[config.mk]
export PLATFORM = sky130hd
export DESIGN_NAME = fat_volume_geometry_and_cluster_map
export DESIGN_NICKNAME = d
export VERILOG_FILES = /design/src/hdl/fvg_pkg.sv /design/src/hdl/fat_volume_geometry_and_cluster_map.sv /design/src/hdl/fvg_front.sv /design/src/hdl/fvg_queue.sv /design/src/hdl/fvg_back.sv
export SDC_FILE = /design/constraint.sdc
export NUM_CORES = 2
export LEC_CHECK = 0
export ABC_AREA = 1
export BUFFER_PORTS_ARGS = -buffer_cell sky130_fd_sc_hd__buf_2
export CORE_MARGIN = 1
export CORE_UTILIZATION = 55
export CTS_BUF_LIST = sky130_fd_sc_hd__clkbuf_8
export DETAILED_ROUTE_END_ITERATION = 10
export GPL_TIMING_DRIVEN = 0
export PLACE_DENSITY = 0.71
export SLEW_MARGIN = 10
export SYNTH_ARGS = -nofsm -noshare
export SYNTH_HDL_FRONTEND = slang
export SYNTH_SLANG_ARGS = --single-unit
export TNS_END_PERCENT = 50
[constraint.sdc]
create_clock -name i_clk -period 10.7 [get_ports i_clk]
set_input_delay 1.07 -clock i_clk [delete_from_list [all_inputs] [get_ports i_clk]]
set_output_delay 1.07 -clock i_clk [all_outputs]
set_load 0.01 [all_outputs]
[src/hdl/fvg_pkg.sv]
// ----------------------------------------------------------------------------
// fvg_pkg
// Types, codes and helpers shared by the FAT volume geometry block.
// ----------------------------------------------------------------------------
package fvg_pkg;

    localparam logic [1:0] KIND_BYTE   = 2'd0;
    localparam logic [1:0] KIND_CLUS   = 2'd1;
    localparam logic [1:0] KIND_FATLOC = 2'd2;
    localparam logic [1:0] KIND_DECODE = 2'd3;

    localparam logic [2:0] ST_OK       = 3'd0;
    localparam logic [2:0] ST_READ     = 3'd1;
    localparam logic [2:0] ST_FAT16    = 3'd2;
    localparam logic [2:0] ST_FAT32    = 3'd3;
    localparam logic [2:0] ST_NO_BOOT  = 3'd4;
    localparam logic [2:0] ST_FAT12    = 3'd5;
    localparam logic [2:0] ST_UNMOUNT  = 3'd6;

    localparam logic [1:0] VT_NONE  = 2'd0;
    localparam logic [1:0] VT_FAT16 = 2'd1;
    localparam logic [1:0] VT_FAT32 = 2'd2;

    localparam logic [7:0]  OP_JMP_SHORT = 8'hEB;
    localparam logic [7:0]  OP_JMP_NEAR  = 8'hE9;
    localparam logic [31:0] FAT12_LIMIT  = 32'd4085;
    localparam logic [31:0] FAT16_LIMIT  = 32'd65525;
    localparam logic [27:0] END_OF_CHAIN = 28'hFFFFFFF;

    // boot record field selected by a byte position
    localparam logic [3:0] F_NONE    = 4'd0;
    localparam logic [3:0] F_JUMP    = 4'd1;
    localparam logic [3:0] F_SSIZE   = 4'd2;
    localparam logic [3:0] F_CSIZE   = 4'd3;
    localparam logic [3:0] F_RSVD    = 4'd4;
    localparam logic [3:0] F_COPIES  = 4'd5;
    localparam logic [3:0] F_ROOTENT = 4'd6;
    localparam logic [3:0] F_TOTS    = 4'd7;
    localparam logic [3:0] F_FATS    = 4'd8;
    localparam logic [3:0] F_TOTL    = 4'd9;
    localparam logic [3:0] F_FATL    = 4'd10;
    localparam logic [3:0] F_ROOTCL  = 4'd11;
    localparam logic [3:0] F_PART    = 4'd12;

    typedef struct packed {
        logic [1:0]  kind;
        logic [7:0]  byte_value;
        logic [8:0]  byte_index;
        logic        last_byte;
        logic [27:0] cluster;
        logic [31:0] fat_word;
    } t_in_item;

    typedef struct packed {
        logic [2:0]  status;
        logic [31:0] sector;
        logic [11:0] byte_offset;
        logic [27:0] next_cluster;
    } t_out_item;

    typedef struct packed {
        t_in_item   item;
        logic [3:0] field;
        logic [1:0] lane;
    } t_cmd;

    function automatic logic [5:0] classify(input logic [8:0] idx);
        logic [3:0] f;
        logic [8:0] base;
        begin
            f    = F_NONE;
            base = 9'd0;
            if (idx == 9'h000) begin
                f = F_JUMP;
            end else if (idx == 9'h00B || idx == 9'h00C) begin
                f = F_SSIZE;   base = 9'h00B;
            end else if (idx == 9'h00D) begin
                f = F_CSIZE;   base = 9'h00D;
            end else if (idx == 9'h00E || idx == 9'h00F) begin
                f = F_RSVD;    base = 9'h00E;
            end else if (idx == 9'h010) begin
                f = F_COPIES;  base = 9'h010;
            end else if (idx == 9'h011 || idx == 9'h012) begin
                f = F_ROOTENT; base = 9'h011;
            end else if (idx == 9'h013 || idx == 9'h014) begin
                f = F_TOTS;    base = 9'h013;
            end else if (idx == 9'h016 || idx == 9'h017) begin
                f = F_FATS;    base = 9'h016;
            end else if (idx >= 9'h020 && idx <= 9'h023) begin
                f = F_TOTL;    base = 9'h020;
            end else if (idx >= 9'h024 && idx <= 9'h027) begin
                f = F_FATL;    base = 9'h024;
            end else if (idx >= 9'h02C && idx <= 9'h02F) begin
                f = F_ROOTCL;  base = 9'h02C;
            end else if (idx >= 9'h1C6 && idx <= 9'h1C9) begin
                f = F_PART;    base = 9'h1C6;
            end
            classify = {f, 2'(idx - base)};
        end
    endfunction

    function automatic logic [31:0] put_byte(input logic [31:0] old, input logic [1:0] lane,
                                             input logic [7:0] v);
        logic [31:0] r;
        begin
            r = old;
            case (lane)
                2'd0:    r[7:0]   = v;
                2'd1:    r[15:8]  = v;
                2'd2:    r[23:16] = v;
                default: r[31:24] = v;
            endcase
            put_byte = r;
        end
    endfunction

endpackage

[src/hdl/fat_volume_geometry_and_cluster_map.sv]
// ----------------------------------------------------------------------------
// fat_volume_geometry_and_cluster_map
// Mounts a FAT16/FAT32 volume from streamed boot sector bytes and maps
// clusters to sectors and FAT entry locations.
//
//   channel | direction | handshake                | word
//   in      | input     | i_in_valid / o_in_ready   | i_in_item (t_in_item)
//   out     | output    | o_out_valid / i_out_ready | o_out_item (t_out_item)
//
// Sector bytes and decode queries: front register, then the back step.
// Cluster to sector: one multiply step, then one add step; the root directory
// (cluster 0) is answered directly.
// FAT location and mount evaluation run through the shared 1-bit-per-cycle
// divider in the back part.
// Reset is synchronous; all volume state clears to not mounted.
// A two-entry queue lets the input side keep taking words while the back
// part divides or waits on a stalled result.
// ----------------------------------------------------------------------------
module fat_volume_geometry_and_cluster_map import fvg_pkg::*; #(
    parameter int SECTOR_BYTES = 512
) (
    input  logic      i_clk,
    input  logic      i_rst_n,
    input  logic      i_in_valid,
    output logic      o_in_ready,
    input  t_in_item  i_in_item,
    output logic      o_out_valid,
    input  logic      i_out_ready,
    output t_out_item o_out_item
);
    logic w_f_valid, w_f_ready, w_q_valid, w_q_ready;
    t_cmd w_f_cmd, w_q_cmd;

    fvg_front u_front (
        .i_clk(i_clk), .i_rst_n(i_rst_n),
        .i_in_valid(i_in_valid), .o_in_ready(o_in_ready), .i_in_item(i_in_item),
        .o_cmd_valid(w_f_valid), .i_cmd_ready(w_f_ready), .o_cmd(w_f_cmd)
    );

    fvg_queue u_queue (
        .i_clk(i_clk), .i_rst_n(i_rst_n),
        .i_push_valid(w_f_valid), .o_push_ready(w_f_ready), .i_push(w_f_cmd),
        .o_pop_valid(w_q_valid), .i_pop_ready(w_q_ready), .o_pop(w_q_cmd)
    );

    fvg_back #(.SECTOR_BYTES(SECTOR_BYTES)) u_back (
        .i_clk(i_clk), .i_rst_n(i_rst_n),
        .i_cmd_valid(w_q_valid), .o_cmd_ready(w_q_ready), .i_cmd(w_q_cmd),
        .o_out_valid(o_out_valid), .i_out_ready(i_out_ready), .o_out_item(o_out_item)
    );
endmodule

[src/hdl/fvg_front.sv]
// ----------------------------------------------------------------------------
// fvg_front
// Input stage: registers each word and tags sector bytes with their field.
// ----------------------------------------------------------------------------
module fvg_front import fvg_pkg::*; (
    input  logic     i_clk,
    input  logic     i_rst_n,
    input  logic     i_in_valid,
    output logic     o_in_ready,
    input  t_in_item i_in_item,
    output logic     o_cmd_valid,
    input  logic     i_cmd_ready,
    output t_cmd     o_cmd
);
    logic r_valid;
    t_cmd r_cmd;
    logic [5:0] w_cls;

    assign w_cls       = classify(i_in_item.byte_index);
    assign o_in_ready  = !r_valid || i_cmd_ready;
    assign o_cmd_valid = r_valid;
    assign o_cmd       = r_cmd;

    always_ff @(posedge i_clk) begin
        if (!i_rst_n) begin
            r_valid <= 1'b0;
        end else if (o_in_ready) begin
            r_valid <= i_in_valid;
        end
        if (i_in_valid && o_in_ready) begin
            r_cmd.item  <= i_in_item;
            r_cmd.field <= (i_in_item.kind == KIND_BYTE) ? w_cls[5:2] : F_NONE;
            r_cmd.lane  <= w_cls[1:0];
        end
    end
endmodule

[src/hdl/fvg_queue.sv]
// ----------------------------------------------------------------------------
// fvg_queue
// Two-entry queue between the front and back parts.
// ----------------------------------------------------------------------------
module fvg_queue import fvg_pkg::*; (
    input  logic i_clk,
    input  logic i_rst_n,
    input  logic i_push_valid,
    output logic o_push_ready,
    input  t_cmd i_push,
    output logic o_pop_valid,
    input  logic i_pop_ready,
    output t_cmd o_pop
);
    t_cmd       r_mem [2];
    logic       r_wr;
    logic       r_rd;
    logic [1:0] r_cnt;
    logic       w_push;
    logic       w_pop;

    assign o_push_ready = (r_cnt != 2'd2);
    assign o_pop_valid  = (r_cnt != 2'd0);
    assign o_pop        = r_mem[r_rd];
    assign w_push       = i_push_valid && o_push_ready;
    assign w_pop        = o_pop_valid && i_pop_ready;

    always_ff @(posedge i_clk) begin
        if (!i_rst_n) begin
            r_wr  <= 1'b0;
            r_rd  <= 1'b0;
            r_cnt <= 2'd0;
        end else begin
            if (w_push) r_wr <= !r_wr;
            if (w_pop)  r_rd <= !r_rd;
            r_cnt <= r_cnt + 2'(w_push) - 2'(w_pop);
        end
        if (w_push) r_mem[r_wr] <= i_push;
    end
endmodule

[src/hdl/fvg_back.sv]
// ----------------------------------------------------------------------------
// fvg_back
// Execution part: boot record capture, mount evaluation and cluster queries,
// with one shared bit-serial divider.
// ----------------------------------------------------------------------------
module fvg_back import fvg_pkg::*; #(
    parameter int SECTOR_BYTES = 512
) (
    input  logic      i_clk,
    input  logic      i_rst_n,
    input  logic      i_cmd_valid,
    output logic      o_cmd_ready,
    input  t_cmd      i_cmd,
    output logic      o_out_valid,
    input  logic      i_out_ready,
    output t_out_item o_out_item
);
    localparam logic [3:0] S_IDLE  = 4'd0;
    localparam logic [3:0] S_CHECK = 4'd1;
    localparam logic [3:0] S_DROOT = 4'd2;
    localparam logic [3:0] S_CALC  = 4'd3;
    localparam logic [3:0] S_DCNT  = 4'd4;
    localparam logic [3:0] S_MROOT = 4'd5;
    localparam logic [3:0] S_FROOT = 4'd6;
    localparam logic [3:0] S_MCLU  = 4'd7;
    localparam logic [3:0] S_FCLU  = 4'd8;
    localparam logic [3:0] S_DFAT  = 4'd9;
    localparam logic [15:0] MaxSector = 16'(SECTOR_BYTES);

    logic [3:0]  r_state;
    logic [7:0]  r_jump;
    logic        r_mbr;
    logic [31:0] r_rel;
    logic [15:0] r_ss;
    logic [7:0]  r_cs;
    logic [15:0] r_rsvd;
    logic [7:0]  r_copies;
    logic [15:0] r_rent;
    logic [15:0] r_fats;
    logic [31:0] r_fatl;
    logic [15:0] r_tots;
    logic [31:0] r_totl;
    logic [31:0] r_rootcl;
    logic [31:0] r_tstart;
    logic [31:0] r_dstart;
    logic [31:0] r_rss;
    logic [1:0]  r_vt;
    logic [31:0] r_fat_area;
    logic [31:0] r_root_secs;
    logic [31:0] r_prod;
    logic [27:0] r_clus;
    logic [31:0] r_quo;
    logic [16:0] r_rem;
    logic [15:0] r_dvs;
    logic [5:0]  r_cnt;
    logic        r_ov;
    t_out_item   r_out;

    logic        w_free;
    logic        w_pop;
    t_in_item    w_it;
    logic [16:0] w_shift;
    logic        w_ge;
    logic [31:0] w_fatsz;
    logic [31:0] w_totsec;
    logic [31:0] w_data_sec;
    logic        w_jump_ok;
    logic        w_bad_geom;

    assign w_free      = !r_ov || i_out_ready;
    assign o_cmd_ready = (r_state == S_IDLE) && w_free;
    assign w_pop       = i_cmd_valid && o_cmd_ready;
    assign w_it        = i_cmd.item;
    assign o_out_valid = r_ov;
    assign o_out_item  = r_out;

    assign w_shift    = {r_rem[15:0], r_quo[31]};
    assign w_ge       = (w_shift >= {1'b0, r_dvs});
    assign w_fatsz    = (r_fats != 16'd0) ? {16'd0, r_fats} : r_fatl;
    assign w_totsec   = (r_tots != 16'd0) ? {16'd0, r_tots} : r_totl;
    assign w_data_sec = w_totsec - ({16'd0, r_rsvd} + r_fat_area + r_root_secs);
    assign w_jump_ok  = (r_jump == OP_JMP_SHORT) || (r_jump == OP_JMP_NEAR);
    assign w_bad_geom = (r_ss == 16'd0) || (r_ss > MaxSector) || (r_cs == 8'd0);

    always_ff @(posedge i_clk) begin
        if (!i_rst_n) begin
            r_state <= S_IDLE;  r_jump <= '0;   r_mbr <= 1'b0;  r_rel <= '0;
            r_ss <= '0;         r_cs <= '0;     r_rsvd <= '0;   r_copies <= '0;
            r_rent <= '0;       r_fats <= '0;   r_fatl <= '0;   r_tots <= '0;
            r_totl <= '0;       r_rootcl <= '0; r_tstart <= '0; r_dstart <= '0;
            r_rss <= '0;        r_vt <= VT_NONE; r_fat_area <= '0;
            r_root_secs <= '0;  r_prod <= '0;   r_clus <= '0;   r_quo <= '0;
            r_rem <= '0;        r_dvs <= '0;    r_cnt <= '0;    r_ov <= 1'b0;
            r_out <= '0;
        end else begin
            if (i_out_ready) r_ov <= 1'b0;
            case (r_state)
                S_IDLE: begin
                    if (w_pop) begin
                        r_out <= '0;
                        r_clus <= w_it.cluster;
                        if (w_it.kind == KIND_BYTE) begin
                            r_vt <= VT_NONE;
                            case (i_cmd.field)
                                F_JUMP:    r_jump <= w_it.byte_value;
                                F_SSIZE:   r_ss <= 16'(put_byte({16'd0, r_ss}, i_cmd.lane,
                                                                w_it.byte_value));
                                F_CSIZE:   r_cs <= w_it.byte_value;
                                F_RSVD:    r_rsvd <= 16'(put_byte({16'd0, r_rsvd},
                                                        i_cmd.lane, w_it.byte_value));
                                F_COPIES:  r_copies <= w_it.byte_value;
                                F_ROOTENT: r_rent <= 16'(put_byte({16'd0, r_rent},
                                                        i_cmd.lane, w_it.byte_value));
                                F_TOTS:    r_tots <= 16'(put_byte({16'd0, r_tots},
                                                        i_cmd.lane, w_it.byte_value));
                                F_FATS:    r_fats <= 16'(put_byte({16'd0, r_fats},
                                                        i_cmd.lane, w_it.byte_value));
                                F_TOTL:    r_totl <= put_byte(r_totl, i_cmd.lane,
                                                              w_it.byte_value);
                                F_FATL:    r_fatl <= put_byte(r_fatl, i_cmd.lane,
                                                              w_it.byte_value);
                                F_ROOTCL:  r_rootcl <= put_byte(r_rootcl, i_cmd.lane,
                                                                w_it.byte_value);
                                F_PART: begin
                                    if (!r_mbr) r_rel <= put_byte(r_rel, i_cmd.lane,
                                                                  w_it.byte_value);
                                end
                                default: ;
                            endcase
                            if (w_it.last_byte) r_state <= S_CHECK;
                        end else if (r_vt == VT_NONE) begin
                            r_out.status <= ST_UNMOUNT;
                            r_ov <= 1'b1;
                        end else if (w_it.kind == KIND_CLUS) begin
                            if (w_it.cluster == 28'd0) begin
                                r_out.sector <= r_rss;
                                r_ov <= 1'b1;
                            end else begin
                                r_state <= S_MCLU;
                            end
                        end else if (w_it.kind == KIND_FATLOC) begin
                            // entry bytes over sector size
                            r_quo <= (r_vt == VT_FAT32) ? {2'd0, w_it.cluster, 2'd0}
                                                        : {3'd0, w_it.cluster, 1'b0};
                            r_rem <= '0;
                            r_dvs <= r_ss;
                            r_cnt <= 6'd32;
                            r_state <= S_DFAT;
                        end else begin
                            if (r_vt == VT_FAT32) begin
                                r_out.next_cluster <= w_it.fat_word[27:0];
                            end else if (w_it.fat_word[15:0] == 16'hFFFF) begin
                                r_out.next_cluster <= END_OF_CHAIN;
                            end else begin
                                r_out.next_cluster <= {12'd0, w_it.fat_word[15:0]};
                            end
                            r_ov <= 1'b1;
                        end
                    end
                end
                S_CHECK: begin
                    if (!w_jump_ok) begin
                        r_mbr <= !r_mbr;
                        r_out.status <= r_mbr ? ST_NO_BOOT : ST_READ;
                        r_out.sector <= r_mbr ? 32'd0 : r_rel;
                        r_ov <= 1'b1;
                        r_state <= S_IDLE;
                    end else begin
                        if (!r_mbr) r_rel <= '0;
                        r_mbr <= 1'b0;
                        if (w_bad_geom) begin
                            r_out.status <= ST_NO_BOOT;
                            r_ov <= 1'b1;
                            r_state <= S_IDLE;
                        end else begin
                            r_fat_area <= 32'(r_copies * w_fatsz);
                            r_quo <= {11'd0, r_rent, 5'd0} + {16'd0, r_ss - 16'd1};
                            r_rem <= '0;
                            r_dvs <= r_ss;
                            r_cnt <= 6'd32;
                            r_state <= S_DROOT;
                        end
                    end
                end
                S_DROOT, S_DCNT, S_DFAT: begin
                    if (r_cnt != 6'd0) begin
                        r_rem <= w_ge ? (w_shift - {1'b0, r_dvs}) : w_shift;
                        r_quo <= {r_quo[30:0], w_ge};
                        r_cnt <= r_cnt - 6'd1;
                    end else if (r_state == S_DROOT) begin
                        r_root_secs <= r_quo;
                        r_state <= S_CALC;
                    end else if (r_state == S_DFAT) begin
                        r_out.sector <= r_quo + r_tstart;
                        r_out.byte_offset <= r_rem[11:0];
                        r_ov <= 1'b1;
                        r_state <= S_IDLE;
                    end else if (r_quo < FAT12_LIMIT) begin
                        r_out.status <= ST_FAT12;
                        r_ov <= 1'b1;
                        r_state <= S_IDLE;
                    end else if (r_quo < FAT16_LIMIT) begin
                        r_vt <= VT_FAT16;
                        r_rss <= r_tstart + r_fat_area;
                        r_out.status <= ST_FAT16;
                        r_out.sector <= r_tstart + r_fat_area;
                        r_ov <= 1'b1;
                        r_state <= S_IDLE;
                    end else begin
                        r_vt <= VT_FAT32;
                        r_state <= S_MROOT;
                    end
                end
                S_CALC: begin
                    r_tstart <= {16'd0, r_rsvd} + r_rel;
                    r_dstart <= {16'd0, r_rsvd} + r_rel + r_fat_area + r_root_secs;
                    r_quo <= w_data_sec;
                    r_rem <= '0;
                    r_dvs <= {8'd0, r_cs};
                    r_cnt <= 6'd32;
                    r_state <= S_DCNT;
                end
                S_MROOT: begin
                    r_prod <= 32'((r_rootcl - 32'd2) * r_cs);
                    r_state <= S_FROOT;
                end
                S_FROOT: begin
                    r_rss <= r_prod + r_dstart;
                    r_out.status <= ST_FAT32;
                    r_out.sector <= r_prod + r_dstart;
                    r_ov <= 1'b1;
                    r_state <= S_IDLE;
                end
                S_MCLU: begin
                    r_prod <= 32'(({4'd0, r_clus} - 32'd2) * r_cs);
                    r_state <= S_FCLU;
                end
                S_FCLU: begin
                    r_out.sector <= r_prod + r_dstart;
                    r_ov <= 1'b1;
                    r_state <= S_IDLE;
                end
                default: r_state <= S_IDLE;
            endcase
        end
    end

    a_out_hold: assert property (@(posedge i_clk) disable iff (!i_rst_n)
        r_ov && !i_out_ready |=> r_ov)
        else $error("result dropped before it was taken");
    a_mount_geom: assert property (@(posedge i_clk) disable iff (!i_rst_n)
        (r_vt != VT_NONE) |-> (r_ss != 16'd0 && r_cs != 8'd0))
        else $error("mounted with zero sector or cluster size");
    a_div_state: assert property (@(posedge i_clk) disable iff (!i_rst_n)
        (r_cnt != 6'd0) |-> (r_state == S_DROOT || r_state == S_DCNT || r_state == S_DFAT))
        else $error("divider running outside a divide step");
endmodule

==> results by group <==
Timing
  • Unrepaired setup endpoints after global routing: false
  • Max_slew headroom: approximately 8.8%
  • Setup TNS: 0 ns
  • Tmin final: slightly above 7 ns
  • Final setup fails: 0
  • Max-slew violations: 0
  • Worst-margin pin slew: 1.36 ns
  • Final hold violations: 0
  • Clock Skew: roughly 0.053 ns
  • Final period util: between 60% and 70%
  • Fmax: 138 MHz

Power
  • Cell-internal power: 6640 µW
  • PwrDens: approximately 180 nW/µm²
  • Combinational fraction of design power: between 40% and 50%
  • Switching pwr: ~6300 µW
  • Flop pwr share: 30.8%
  • Leak: 0.0335 µW
  • Clk network pwr share: between 20% and 30%
  • Total power: roughly 13000 µW
  • Maximum VDD drop: 0.380 mV
  • Sw Share: 48.9%

Worst setup path
  • WP buf/inv: 4
  • Worst Path Required: roughly 12 ns
  • CP Launch Type: register
  • CP max stage cell: xor2_1
  • CP dominant cell by count: nand2_1
  • CP Class: reg -> reg
  • Top delay family on crit path: simple AND/OR/NAND/NOR gates
  • Max FO, Critical Path: 8
  • Crit path arrival time: roughly 8 ns
  • Register-to-register setup slack: 3.47 ns
  • Worst setup EP type: register
  • Max incr delay on CP: between 0.6 and 0.7 ns

Detailed routing
  • Initial drt markers: between 10000 and 15000
  • DRT Wirelength: roughly 280000 µm
  • DR vias/cell: slightly above 6
  • Vias: ~67000
  • Post-route DRC: 0
  • Pre-Repair DR Iteration Count: 7
  • Drt wl/cell: 25.3 µm
  • Post-route antenna net violation count: 0

Final layout
  • Design area: 73500 µm²
  • Largest Register: u_queue.r_mem
  • Final net count: roughly 10000
  • Core Util, Final: between 60% and 70%
  • Area Growth Syn to Fin: 9.10%
  • Max reg flops: 146
  • Fraction of layout cells with a size suffix above 1: under 10%

Synth
  • Sequential share of the synthesized area: between 20 and 30%
  • Most used DFF post-synth: dfxtp_1
  • Synth warnings: 0
  • Top area cells in the synthesized netlist: dfxtp_1 (18%), fa_1 (16%), edfxtp_1 (9.8%)
  • Post-Syn Instances: 8969
  • Post-synth top area share: between 15 and 20%
  • Ys async rst share: 0%
  • Syn Std Cell Area: about 67000 µm²
  • Synth Register Bits: between 800 and 900
  • Syn_nets: approximately 10000
  • Syn avg cell area: roughly 7.5 µm²
  • Synth area leader: dfxtp_1
  • Post-synth EDFFs: 219
  • Post-synth cell types: 68

Die
  • Die footprint: roughly 120000 µm²
  • Die X: between 300 and 400 µm
  • Die Height: between 300 and 400 µm
  • IO Pins: about 160
  • Core area: between 100000 and 150000 µm²
  • Initial Util: between 50% and 60%
  • # rows: ~130

Job
  • # Max-Cap Violations: 0

Clock tree
  • Hold Buf Count CTS: 0
  • Post-CTS sizing: 0
  • H-tree depth reported by CTS: 4
  • Postcts setup bufs: 0
  • TritonCTS clock tree: yes
  • CTS clk-pin slew, worst paths: 0.07 ns
  • Clock Sinks: between 800 and 900
  • Root Buffer: clkbuf_8
  • CTS max path bufs: 3
  • CTS Buf Count: between 100 and 150
  • Clock latency on the worst-skew pair: 0.92 ns

Global route
  • Largest net degree at the start of global routing: 67
  • First-pass GRT wire length: between 400000 and 500000 µm
  • GR Util All Layers: between 40% and 50%
  • Initial antenna violation count: 23
  • Vias in the first global route: 62400
  • Grt total ovfl: 0

Placed design
  • IO buf count: roughly 150
  • Area after DPL: between 70000 and 80000 µm²
  • RePlAce Congestion: between 1 and 1.5
  • Detailed Place HPWL: approximately 230000 µm

Hold path
  • Hold Crit Class: in -> reg

Outcome
  • Status: finished, final reports clean
[path summary, 6_finish.rpt]
check / cells past startpoint / start / endpoint
min: 1 / i_in_item[13] / u_front.o_cmd[19]
max reg2reg: 29 / u_back.r_clus[1] / u_back.r_prod[29]
min reg2reg: 0 / u_front.o_cmd[66] / u_queue.r_mem[1][66]
max: 29 / u_back.r_clus[1] / u_back.r_prod[29]
[kinds of logic (layout without fill, tap and decap cells)]
group           Yosys count  in the layout  share of synthesized area (%)
fa+ha+maj               897            897                           22.8
other cells               0             13                              0
buf+inv                1790           2213                           10.2
simple gates           3189           3189                           19.5
xor+xnor                224            224                           2.91
compound gates         2040           2040                           16.6
flops                   829            829                           27.9
[placed cells by master (no fill, tap or decap), types with 15 or more instances in the layout]
cell type	count
edfxtp_1	219
a21boi_0	15
clkinv_2	15
xor2_1	162
o211ai_1	79
clkbuf_1	242
nor2_1	1001
or2_2	55
o221ai_1	21
buf_1	17
ha_1	344
fa_1	553
a221oi_1	21
o21a_1	15
inv_2	19
dfxtp_1	610
clkbuf_8	163
o21ai_1	19
a21o_1	25
xnor2_1	62
clkinv_1	31
nand3_1	324
o21ai_0	750
a31oi_1	43
buf_2	194
a21oi_1	907
nand4_1	91
nor4_1	27
a211oi_1	50
nand2_1	1542
nor3_1	92
inv_1	1475
o21bai_1	29
[per-stage QoR]
step | setup slack, ns | hold slack, ns | cells
floorplan | 4.98 | 0.421 | 8969
global placement | 3.74 | 0.422 | 10700
detailed placement | 3.67 | 0.429 | 10800
CTS | 3.64 | 0.276 | 11000
global route | 2.99 | 0.301 | 11000
finish | 3.47 | 0.338 | 11000
[power by group through the flow]
| stage | Clock, µW | Combinational (µW) | Sequential [µW] |
|---|---|---|---|
| finish | 3170 | 5820 | 3990 |
| global route | 3310 | 6120 | 3990 |
| CTS | 3160 | 5540 | 3950 |
| detailed placement | 0 | 5520 | 4010 |
| global placement | 0 | 5420 | 4020 |
| floorplan | 0 | 3380 | 3810 |
[cells in the mapped netlist (40+ instances only)]
library cell,number
nor2_1,1004
a211oi_1,50
nor3_1,92
nand4_1,91
xor2_1,162
fa_1,553
o21ai_0,752
dfxtp_1,610
a31oi_1,43
or2_2,55
inv_1,1435
nand3_1,324
clkbuf_1,250
edfxtp_1,219
buf_2,40
nand2_1,1542
xnor2_1,62
ha_1,344
o211ai_1,79
a21oi_1,907
[final cells by class]
| cell class | count | area [µm²] |
|---|---|---|
| Timing Repair Buffer | 163 | 927 |
| Clock buffer | 163 | 2240 |
| Tap cell | 1625 | 2030 |
| Clock inverter | 97 | 840 |
| Sequential cell | 829 | 18800 |
| Buffer | 319 | 1330 |
| Fill cell | 11100 | 48100 |
| Multi-Input combinational cell | 6350 | 41700 |
| Inverter | 1471 | 5520 |
| Antenna cell | 13 | 32.5 |
[metal layers]
layer,vias to the layer above,wire (µm),track usage (%)
met5,-,147,0
met1,31700,109000,60.1
met3,853,38000,12.9
met2,4637,115000,65.2
li1,29800,-,-
met4,20,17500,24.2
No activity file was read; power rests on OpenSTA's default activity.
